<file path="config.mk">
export PLATFORM = sky130hd
export DESIGN_NAME = qrs_sqrt
export DESIGN_NICKNAME = d
export VERILOG_FILES = /design/src/rtl/core/qrs_pkg.sv /design/src/rtl/core/qrs_sqrt.sv
export SDC_FILE = /design/constraint.sdc
export NUM_CORES = 2
export LEC_CHECK = 0
export ABC_CLOCK_PERIOD_IN_PS = 4200
export BUFFER_PORTS_ARGS = -buffer_cell sky130_fd_sc_hd__buf_2
export CORE_MARGIN = 2
export CORE_UTILIZATION = 45
export DETAILED_ROUTE_END_ITERATION = 8
export SYNTH_ARGS = -nofsm -noshare
export SYNTH_HDL_FRONTEND = slang
export SYNTH_SLANG_ARGS = --single-unit
export TNS_END_PERCENT = 30
</file>
<file path="constraint.sdc">
create_clock -name clk -period 4.2 [get_ports clk]
set_input_delay 0.21 -clock clk [delete_from_list [all_inputs] [get_ports clk]]
set_output_delay 0.21 -clock clk [all_outputs]
set_load 0.005 [all_outputs]
</file>
<file path="src/rtl/core/qrs_pkg.sv">
`default_nettype none
// ----------------------------------------------------------------------------
// qrs_pkg
// Shared widths, root kind codes and stage records for the root solver.
// ----------------------------------------------------------------------------
package qrs_pkg;

	localparam int CW = 16;                 // coefficient width
	localparam int RF = 16;                 // result fraction bits
	localparam int DW = 2 * CW + 2;         // |D| magnitude width
	localparam int RW = DW + 2 * RF;        // radicand width
	localparam int SW = (RW + 1) / 2;       // square root width
	localparam int NW = CW + RF + 2;        // numerator magnitude width
	localparam int QW = NW;                 // quotient width
	localparam int AW = CW + 1;             // |2a| width

	typedef enum logic [1:0] {
		KIND_DISTINCT = 2'd0,
		KIND_REPEATED = 2'd1,
		KIND_COMPLEX  = 2'd2,
		KIND_DEGEN    = 2'd3
	} root_kind_t;

	// item record carried alongside the root and divide pipelines
	typedef struct packed {
		root_kind_t         kind;
		logic signed [CW:0] den;    // 2a
		logic signed [CW:0] nbi;    // -b as integer
	} qrs_ctl_t;

	// saturate a signed quotient to 32 bits
	function automatic logic [32:0] sat32(input logic neg, input logic [QW-1:0] q);
		logic [QW:0] lim;
		logic [31:0] r;
		logic s;
		lim = neg ? (QW+1)'(33'h080000000) : (QW+1)'(33'h07FFFFFFF);
		s = 1'b0;
		if ({1'b0, q} > lim) begin
			r = neg ? 32'h80000000 : 32'h7FFFFFFF;
			s = 1'b1;
		end else begin
			r = neg ? 32'(-{1'b0, q}) : q[31:0];
		end
		return {s, r};
	endfunction

endpackage
`default_nettype wire

</file>
<file path="src/rtl/core/qrs_sqrt.sv">
`default_nettype none
// ----------------------------------------------------------------------------
// qrs_sqrt
// Pipelined restoring square root of |D|*2^(2R), one result bit per stage.
// ----------------------------------------------------------------------------
module qrs_sqrt (
	input  wire                     clk,
	input  wire                     arst_n,
	input  wire                     in_valid,
	input  qrs_pkg::qrs_ctl_t       in_ctl,
	input  wire [qrs_pkg::DW-1:0]   in_dmag,
	output logic                    out_valid,
	output qrs_pkg::qrs_ctl_t       out_ctl,
	output logic [qrs_pkg::SW-1:0]  out_root
);
	import qrs_pkg::*;

	localparam int PW = 2 * SW;  // radicand padded to even width

	logic [SW:0]          v_q;
	qrs_ctl_t             ctl_q  [SW+1];
	logic [PW-1:0]        rad_q  [SW+1];
	logic [SW+1:0]        rem_q  [SW+1];
	logic [SW-1:0]        root_q [SW+1];

	assign v_q[0]    = in_valid;
	assign ctl_q[0]  = in_ctl;
	assign rad_q[0]  = PW'({in_dmag, {(2*RF){1'b0}}});
	assign rem_q[0]  = '0;
	assign root_q[0] = '0;

	for (genvar i = 0; i < SW; i++) begin : g_bit
		logic [SW+1:0] trial, rem_n;
		logic          fit;
		always_comb begin
			rem_n = {rem_q[i][SW-1:0], rad_q[i][PW-1:PW-2]};
			trial = {root_q[i], 2'b01};
			fit   = rem_n >= trial;
		end
		always_ff @(posedge clk or negedge arst_n) begin
			if (!arst_n) begin
				v_q[i+1] <= 1'b0;
			end else begin
				v_q[i+1] <= v_q[i];
			end
		end
		always_ff @(posedge clk) begin
			ctl_q[i+1]  <= ctl_q[i];
			rad_q[i+1]  <= {rad_q[i][PW-3:0], 2'b00};
			rem_q[i+1]  <= fit ? rem_n - trial : rem_n;
			root_q[i+1] <= {root_q[i][SW-2:0], fit};
		end
	end

	assign out_valid = v_q[SW];
	assign out_ctl   = ctl_q[SW];
	assign out_root  = root_q[SW];

endmodule
`default_nettype wire

</file>
==> results.sh <==
export IMPL_status="completed"
export IMPL_synth_cell_types=90
export IMPL_io_buffers=142
export IMPL_ys_warn_count=0
export IMPL_ioPinCount=143
export IMPL_critPathTopFamily="compound AO/OA/AOI/OAI gates"
export IMPL_crit_buf_inv=2
export IMPL_cp_required_ns=5.01
export IMPL_tightest_slew_ns=1.08
export IMPL_nets=10600
export IMPL_antenna_found_initial=5
export IMPL_synth_edf_count=0
export IMPL_ys_seq_elements=3047
export IMPL_r2r_setup_slack_ns=0.15
export IMPL_wirelength_um=197000
export IMPL_async_flop_share_pct=1.08
export IMPL_fp_dieW_um=481
export IMPL_relSlewSlack_pct=27.5
export IMPL_crit_chain="inv_1 -> ha_1 -> fa_1 -> a211oi_2 -> o21ai_0 -> a41o_1 -> a41o_1 -> a221oi_2 -> buf_4 -> o21bai_1 -> a311o_1 -> or4b_2 -> xnor2_1"
export IMPL_route_detailed_drc=0
export IMPL_track_usage_pct=16.9
export IMPL_hpwl_um=145000
export IMPL_ys_seq_area_share_pct=59.8
export IMPL_cp_start_kind="flip-flop"
export IMPL_num_rows=174
export IMPL_wl_per_cell_um=15.0
export IMPL_most_common_layout_cells="3014 x dfxtp_1, 716 x inv_1, 608 x nand2_1, 564 x ha_1, 511 x nor2_1"
export IMPL_synth_top_cell_by_area="dfxtp_1"
export IMPL_clk_latency_ns=0.95
export IMPL_layout_area_overhead_vs_synth_pct=16.0
export IMPL_final_cell_area_sq_um=119000
export IMPL_grt_ovfl_total=0
export IMPL_crit_path_max_fanout=4
export IMPL_critPathArrivalTime_ns=4.86
export IMPL_hold_depth=0
export IMPL_final_setup_skew_ns=0.0607
export IMPL_clock_fmax_mhz=247
export IMPL_r2r_start="g_bit[23].trial[2]"
export IMPL_criticalPathCategory="flip-flop to flip-flop"
export IMPL_vias=64700
export IMPL_routabilityCongestion=0.891
export IMPL_netlist_instances=9415
export IMPL_syn_area_sq_um=102000
export IMPL_htreeDepth=5
export IMPL_holdCritStartpoint="ctl_q[609]"
export IMPL_fin_crit_ns=4.05
export IMPL_slowest_delay_ns=0.64
export IMPL_ir_drop_uv=426
export IMPL_initial_core_util_pct=45.4
export IMPL_startpoint="g_bit[23].trial[2]"
export IMPL_grt_pass1_wl_um=322000
export IMPL_via_per_inst=4.92
export IMPL_drv_slew=0
export IMPL_drtPass1Iterations=8
export IMPL_rsz0062_at_grt="false"
export IMPL_power_density_nw_per_um2=617
export IMPL_r2r_end="g_bit[24].rem_n[30]"
export IMPL_path_clk_slew_ns=0.06
export IMPL_postRouteAntennaNets=0
export IMPL_die_area_sq_um=231000
export IMPL_cp_end_kind="flip-flop"
export IMPL_synthFlopType="dfxtp_1"
export IMPL_syn_num_nets=10100
export IMPL_total_leakage_power_nw=54.9
export IMPL_coreArea_sq_um=225000
export IMPL_grt_max_degree=58
export IMPL_hp_class="flip-flop to flip-flop"
export IMPL_drive_gt1_share_pct=8.88
export IMPL_clock_path_buffers=4
export IMPL_grt_pass1_vias=65400
export IMPL_period_share_pct=96.5
export IMPL_synth_top_area_share_pct=59.0
export IMPL_drt_initial_drc_count=3143
export IMPL_r2r_cells=13
export IMPL_numCtsBuffers=321
export IMPL_placed_cell_area_sq_um=107000
export IMPL_cts_root_buf="clkbuf_16"
export IMPL_finalSetupViolations=0
export IMPL_die_h_um=481
export IMPL_cts_tree="done"
export IMPL_postCtsSetupBuffers=0
export IMPL_utilization_pct=52.6
export IMPL_holdWs_ns=0.284
export IMPL_hold_viol_final=0
export IMPL_netlist_top_cells_area="dfxtp_1 59%, ha_1 6.9%, xor2_1 3.5%, xnor2_1 3.2%, inv_1 2.6%"
export IMPL_synth_avg_cell_area_sq_um=10.9
export IMPL_drv_cap=0
export IMPL_final_common_cell="dfxtp_1"
export IMPL_crit_top_cell="a41o_1"
export IMPL_crit_slowest_cell="or4b_2"
export IMPL_min_to="ctl_q[573]"
export IMPL_numClockSinks=3047
[cell type report]
class	instances	area, sq um
clock inverters	111	1280
multi-input cells	5456	37600
inverters	720	2700
well taps	2992	3740
diodes	16	40.0
flip-flops and latches	3047	61200
clock buffers	444	9230
repair buffers	356	2790
fillers	19500	107000
[per-layer routing]
layer | up-vias | share of wire [%] | GRT usage (%)
li1 | 33100 | - | -
met1 | 29900 | 42 | 19.4
met2 | 1196 | 49 | 30.2
met3 | 461 | 4.1 | 3.06
met4 | 0 | 4.2 | 8.10
met5 | - | 0 | 0
[sequential cells by signal, indices dropped and copies added, names as in the netlist]
signal	flops
ctl_q	1152
g_bit.rem_n	1025
g_bit.trial	528
rad_q	240
out_ctl	36
out_root	33
v_q	32
out_valid	1
[cell usage after synthesis, drive strengths merged, types with 14 or more instances]
library cell,n
a21o,220
a21oi,487
o21ai,473
o21a,96
a21boi,26
clkbuf,134
nand2b,100
fa,15
a31o,16
nor2b,63
a31oi,43
or3,71
nor3,228
nor2,512
a2111oi,14
xor2,409
or2,48
inv,717
buf,58
or4,70
nand2,608
a211o,21
a211oi,49
nand3,128
dfxtp,3014
o21bai,52
a311oi,16
nor3b,23
nand4,60
and3,55
mux2,95
xnor2,372
and4,15
o31ai,82
nand3b,19
o211ai,37
ha,564
nor4b,14
nor4,129
and2,38
dfrtp,33
nand4b,16
[kinds of logic (layout without fill, tap and decap cells)]
kind of cell | after synthesis | after routing | share of synthesized area (%)
flops | 3047 | 3047 | 59.8
compound gates | 1771 | 1771 | 10.9
mux | 101 | 101 | 1.11
other cells | 1 | 17 | 0.00367
simple gates | 2223 | 2223 | 10.8
fa+ha+maj | 579 | 579 | 7.20
xor+xnor | 781 | 781 | 6.69
buf+inv | 912 | 1631 | 3.50
[worst register-to-register path: cells and delay by family, from the launching register on]
kind | cells | cell delay (ns)
flip-flops | 1 | 0.32
XOR/XNOR | 1 | 0.15
AND/OR/NAND/NOR | 1 | 0.64
AO/OA/AOI/OAI | 7 | 2.03
adder cells (fa/ha/maj) | 2 | 0.62
buffers and inverters | 2 | 0.20
[report_power, final]
part | internal, mW | switching (mW) | total, mW
sequential | 32.8 | 2.70 | 35.5
clock | 16.7 | 10.9 | 27.6
combinational | 4.67 | 5.38 | 10.0
total | 54.2 | 18.9 | 73.2
[metrics by stage]
step	power (mW)	setup WS [ns]	TNS, ns	std cells
6_report	73.2	0.148	0	13100
3_5_place_dp	46.0	-0.0602	-0.0602	12400
4_1_cts	74.1	0.0568	0	13100
3_3_place_gp	45.8	-0.148	-0.148	12400
5_1_grt	77.1	0.0449	0	13100
2_1_floorplan	42.9	0.435	0	9415
[timing repair]
| item | 4_1_cts | 5_1_grt |
|---|---|---|
| endpoints found under the setup margin | 1 | 1 |
| endpoints found under the hold margin | 105 | 0 |
| resized for setup | 1 | 1 |
| hold buffers | 146 | 0 |
[how the worst max path moves through the flow]
stage	to	slack, ns	depth (start not counted)
6_report	g_bit[24].rem_n[30]	0.15	13
5_1_grt	g_bit[24].rem_n[30]	0.04	13
4_1_cts	g_bit[24].rem_n[30]	0.06	13
3_5_place_dp	g_bit[24].rem_n[30]	-0.06	13
3_3_place_gp	g_bit[24].rem_n[30]	-0.15	13
2_1_floorplan	g_bit[24].rem_n[30]	0.44	12
Power figures use the tool's default switching activity.
