### src/rtl/core/qrs_pkg.sv
`default_nettype none
// ----------------------------------------------------------------------------
// qrs_pkg
// Shared widths, root kind codes and stage records for the root solver.
// ----------------------------------------------------------------------------
package qrs_pkg;

	localparam int CW = 16;                 // coefficient width
	localparam int RF = 16;                 // result fraction bits
	localparam int DW = 2 * CW + 2;         // |D| magnitude width
	localparam int RW = DW + 2 * RF;        // radicand width
	localparam int SW = (RW + 1) / 2;       // square root width
	localparam int NW = CW + RF + 2;        // numerator magnitude width
	localparam int QW = NW;                 // quotient width
	localparam int AW = CW + 1;             // |2a| width

	typedef enum logic [1:0] {
		KIND_DISTINCT = 2'd0,
		KIND_REPEATED = 2'd1,
		KIND_COMPLEX  = 2'd2,
		KIND_DEGEN    = 2'd3
	} root_kind_t;

	// item record carried alongside the root and divide pipelines
	typedef struct packed {
		root_kind_t         kind;
		logic signed [CW:0] den;    // 2a
		logic signed [CW:0] nbi;    // -b as integer
	} qrs_ctl_t;

	// saturate a signed quotient to 32 bits
	function automatic logic [32:0] sat32(input logic neg, input logic [QW-1:0] q);
		logic [QW:0] lim;
		logic [31:0] r;
		logic s;
		lim = neg ? (QW+1)'(33'h080000000) : (QW+1)'(33'h07FFFFFFF);
		s = 1'b0;
		if ({1'b0, q} > lim) begin
			r = neg ? 32'h80000000 : 32'h7FFFFFFF;
			s = 1'b1;
		end else begin
			r = neg ? 32'(-{1'b0, q}) : q[31:0];
		end
		return {s, r};
	endfunction

endpackage
`default_nettype wire

### src/rtl/core/qrs_disc.sv
`default_nettype none
// ----------------------------------------------------------------------------
// qrs_disc
// Two-stage discriminant: products, then |b^2-4ac| and root classification.
// ----------------------------------------------------------------------------
module qrs_disc (
	input  wire                          clk,
	input  wire                          arst_n,
	input  wire                          in_valid,
	input  wire signed [qrs_pkg::CW-1:0] coef_a,
	input  wire signed [qrs_pkg::CW-1:0] coef_b,
	input  wire signed [qrs_pkg::CW-1:0] coef_c,
	output logic                         out_valid,
	output qrs_pkg::qrs_ctl_t            out_ctl,
	output logic [qrs_pkg::DW-1:0]       out_dmag
);
	import qrs_pkg::*;

	logic                   v_s1;
	logic [2*CW-1:0]        b2_s1;
	logic [2*CW-1:0]        ac_s1;
	logic                   acneg_s1, azero_s1;
	logic signed [CW:0]     den_s1, nbi_s1;
	logic [DW-1:0]          b2x, ac4x, dm;
	root_kind_t             kind;
	logic [CW-1:0]          ma, mb, mc;

	assign ma = coef_a[CW-1] ? CW'(-coef_a) : coef_a;
	assign mb = coef_b[CW-1] ? CW'(-coef_b) : coef_b;
	assign mc = coef_c[CW-1] ? CW'(-coef_c) : coef_c;

	always_ff @(posedge clk or negedge arst_n) begin
		if (!arst_n) begin
			v_s1 <= 1'b0;
		end else begin
			v_s1 <= in_valid;
		end
	end

	always_ff @(posedge clk) begin
		b2_s1    <= mb * mb;
		ac_s1    <= ma * mc;
		acneg_s1 <= (coef_c != '0) && (coef_a[CW-1] != coef_c[CW-1]);
		azero_s1 <= (coef_a == '0);
		den_s1   <= {coef_a, 1'b0};
		nbi_s1   <= -(CW+1)'(coef_b);
	end

	assign b2x  = DW'(b2_s1);
	assign ac4x = {ac_s1, 2'b00};

	always_comb begin
		if (acneg_s1) begin
			dm = b2x + ac4x;
			kind = KIND_DISTINCT;
		end else if (b2x >= ac4x) begin
			dm = b2x - ac4x;
			kind = (dm == '0) ? KIND_REPEATED : KIND_DISTINCT;
		end else begin
			dm = ac4x - b2x;
			kind = KIND_COMPLEX;
		end
		if (azero_s1) begin
			kind = KIND_DEGEN;
		end
	end

	always_ff @(posedge clk or negedge arst_n) begin
		if (!arst_n) begin
			out_valid <= 1'b0;
		end else begin
			out_valid <= v_s1;
		end
	end

	always_ff @(posedge clk) begin
		out_ctl  <= '{kind: kind, den: den_s1, nbi: nbi_s1};
		out_dmag <= dm;
	end

endmodule
`default_nettype wire

### config.mk
export PLATFORM = sky130hd
export DESIGN_NAME = qrs_disc
export DESIGN_NICKNAME = d
export VERILOG_FILES = /design/src/rtl/core/qrs_pkg.sv /design/src/rtl/core/qrs_disc.sv
export SDC_FILE = /design/constraint.sdc
export NUM_CORES = 1
export LEC_CHECK = 0
export ABC_AREA = 1
export BUFFER_PORTS_ARGS = -buffer_cell sky130_fd_sc_hd__buf_2
export CORE_UTILIZATION = 40
export CTS_CLUSTER_SIZE = 40
export DETAILED_ROUTE_END_ITERATION = 12
export HOLD_SLACK_MARGIN = 0.02
export MAX_ROUTING_LAYER = met4
export PLACE_DENSITY = 0.62
export SETUP_SLACK_MARGIN = 0.3
export SLEW_MARGIN = 20
export SYNTH_ARGS = -nofsm -noshare
export SYNTH_HDL_FRONTEND = slang
export SYNTH_SLANG_ARGS = --single-unit
### constraint.sdc
create_clock -name clk -period 6.52 [get_ports clk]
set_input_delay 1.304 -clock clk [delete_from_list [all_inputs] [get_ports clk]]
set_output_delay 1.304 -clock clk [all_outputs]
set_load 0.01 [all_outputs]
==> results.yml <==
floorplan:
  die_area_mm2: 0.0694
  std_cell_rows: 95
  die_height_um: 263
  die_w_um: 263
  initial_utilization: 0.406
  core_region_area_mm2: 0.0674
  boundaryPins: 122
setup_path:
  crit_path_max_fanout: 6
  highest_delay_cell_along_the_critical_path: "sky130_fd_sc_hd__fa_1"
  required_ns: 6.94
  rrSetupSlack_ns: 2.45
  timing.critical_path.slowest_cell_delay_ns: 0.50
  regToRegEndpoint: "out_dmag[18]"
  setup.worst_path.start_class: "input pin"
  cell_mode_on_critical_path: "sky130_fd_sc_hd__fa_1"
  criticalPathCategory: "in -> reg"
  critPathCaptureType: "flop"
  timing.critical_path.arrival_ns: 7.31
  timing.rr.start: "b2_s1[27]"
  r2r.worst_path.cells: 11
timing:
  finalCriticalPeriod_ns: 6.89
  fmax_mhz: 145
  setup_violations: 39
  hold_violations: 0
  worst_slew_pin_slew_ns: 0.986
  max_slew_margin: 0.337
  hold_slack_ns: 0.327
  finalMaxSlewViolations: 0
  grt_setup_unrepaired: "true"
  final_critical_path_setup_slack_ns: -0.368
  setup_tns_ns: -7.32
  crit_share_post_route: 1.06
  finClkSkew_ns: 0.0173
synth:
  async_reset_ff_frac: 0.0120
  post_synth_mux_area_share: 0
  yosys.area_share.adder: 0.398
  synthesis.nets: 4476
  ys_warn_count: 0
  flip_flop_and_latch_count_after_synthesis: 167
  combinational_family_with_the_most_area_after_synthesis: "adder cells"
  synth_edf_count: 0
  synth_area_in_xor_xnor: 0.0330
  post_synth_inst_count: 3771
  synth_compound_area_frac: 0.0835
  synth_area_per_cell_um2: 7.25
  yosys_most_used_dff: "sky130_fd_sc_hd__dfxtp_1"
  post_synth_instance_area_mm2: 0.0273
  synth.distinct_cells: 59
  yosysSeqAreaShare: 0.123
  synth_simple_gate_area_share: 0.220
clock_network:
  numCtsBuffers: 17
  cts_hold_buffers: 0
  cts_root_buffer: "sky130_fd_sc_hd__clkbuf_16"
  clk_pin_slew_worst_paths_ns: 0.07
  clock_latency_ns: 0.50
  clk_path_buf_depth: 2
  clock_tree_from_tritoncts: "done"
  cts-htree-levels: 4
  cts.sinks: 167
cells_and_area:
  multi_input_area_mm2: 0.0223
  layout.area.seq_mm2: 0.00335
  nets: 5115
  drive_above_1_share: 0.286
  mostFrequentLayoutCell: "sky130_fd_sc_hd__inv_1"
  mostFrequentLayoutCells: "sky130_fd_sc_hd__inv_1 (792), sky130_fd_sc_hd__nand2_1 (734), sky130_fd_sc_hd__buf_4 (498)"
  post-route-cell-area_mm2: 0.0363
  area_growth_syn_to_layout_pct: 32.7
  num-fill-cells: 6301
drt:
  wl_um: 85600
  vias: 25700
  routed_via_density: 4.86
  drt_pass1_iterations: 6
  drt_first_iter_violations: 1882
  antenna_left: 0
  post-route-drc-count: 0
  avgRoutedWirePerCell_um: 16.2
placement:
  place_congestion: 1.01
  placement.cell_area_mm2: 0.0329
  pre_cts_ws_ns: -1.09
  place.detailed.hpwl_um: 72200
  buffer_ports.inserted: 120
hold_path:
  min_path_type: "reg -> reg"
  worst_hold_path.num_cells: 0
  holdCritStartpoint: "den_s1[11]"
  hold_end: "out_ctl[28]"
global_route:
  grt_max_degree: 34
  grt_use_total: 0.256
  grt_antenna_before_repair: 0
  vias_in_the_first_global_route: 25300
  grt_remaining_overflow: 0
  global_route_wire_length_before_repair_um: 135000
outcome:
  violations: "negative setup slack"
  result_of_the_run: "finished, violations left"
flow_run:
  drv_cap: 0
==> synth_stat cells (11+ instances only) <==
master,instances,area [um^2]
sky130_fd_sc_hd__inv_1,881,3310
sky130_fd_sc_hd__nand2_1,829,3110
sky130_fd_sc_hd__nor2_1,372,1400
sky130_fd_sc_hd__fa_1,360,7210
sky130_fd_sc_hd__ha_1,294,3680
sky130_fd_sc_hd__a21oi_1,171,856
sky130_fd_sc_hd__dfxtp_1,165,3300
sky130_fd_sc_hd__nand3_1,129,646
sky130_fd_sc_hd__o21ai_0,117,586
sky130_fd_sc_hd__xor2_1,79,692
sky130_fd_sc_hd__clkbuf_1,30,113
sky130_fd_sc_hd__nand4_1,28,175
sky130_fd_sc_hd__buf_4,25,188
sky130_fd_sc_hd__nor3_1,25,125
sky130_fd_sc_hd__xnor2_1,24,210
sky130_fd_sc_hd__o21ai_1,22,110
sky130_fd_sc_hd__nand2_2,16,100
sky130_fd_sc_hd__o21a_1,16,120
sky130_fd_sc_hd__buf_2,15,75.1
sky130_fd_sc_hd__inv_2,15,56.3
sky130_fd_sc_hd__a21o_1,12,90.1
sky130_fd_sc_hd__o21bai_1,12,90.1
sky130_fd_sc_hd__o211ai_1,11,82.6
==> kinds of logic after synthesis <==
logic type / after synthesis
simple gates: 1456
buf+inv: 987
fa+ha+maj: 654
compound gates: 403
flops: 167
xor+xnor: 103
other cells: 1
==> per-stage QoR <==
step | util | cells
after floorplan | - | 3771
after global placement | 0.487 | 5160
after detailed placement | 0.487 | 5160
after CTS | 0.519 | 5250
after global routing | 0.539 | 5296
final | 0.539 | 5297
==> sequential cells by signal, summed over array words and instances, names as in the netlist, 16 cells and up <==
register  flops
out_ctl      34
out_dmag     34
ac_s1        32
b2_s1        30
nbi_s1       17
den_s1       16
==> worst max-delay path: cells and delay by family <==
| family | cells | cell delay, ns |
|---|---|---|
| AOI/OAI and AO/OA | 1 | 0.12 |
| xor gates and xnor gates | 1 | 0.15 |
| adders and majority gates | 8 | 3.23 |
| buffers and inverters | 8 | 0.72 |
| and+or+nand+nor | 13 | 1.76 |
==> worst max path at each step <==
stage / endpoint / from / slack, ns / cells after the start
after floorplan: b2_s1[24] / coef_b[0] / -0.61 / 33
after global placement: b2_s1[28] / coef_b[0] / -1.04 / 27
after detailed placement: b2_s1[28] / coef_b[0] / -1.09 / 27
after CTS: b2_s1[28] / coef_b[1] / -0.25 / 30
after global routing: b2_s1[28] / coef_b[1] / -0.65 / 32
final: b2_s1[28] / coef_b[1] / -0.37 / 31
==> metal layers <==
| metal | vias up | GRT usage | part of all wire |
|---|---|---|---|
| li1 | 12600 | - | - |
| met1 | 12200 | 0.352 | 0.46 |
| met2 | 734 | 0.389 | 0.45 |
| met3 | 112 | 0.0394 | 0.064 |
| met4 | 0 | 0.0700 | 0.027 |
| met5 | - | - | 0 |
==> area by class of cell <==
class,instances,share of cell area
multi-input cells,2617,0.615
repair buffers,702,0.151
inverters,905,0.0958
flip-flops and latches,167,0.0924
well taps,873,0.0301
clock buffers,17,0.0117
clock inverters,15,0.00441
diodes,1,0.0000689
==> timing repair <==
item,4_1_cts,5_1_grt
hold endpoints to repair,0,0
gates cloned,1,0
gates resized for setup,290,277
setup endpoints to repair,45,48
buffers inserted,57,46
pin swaps,164,171
Power is left out: the tool's default activity adds up to more than one toggle a clock period on the data nets, which glitch-free logic cannot reach.
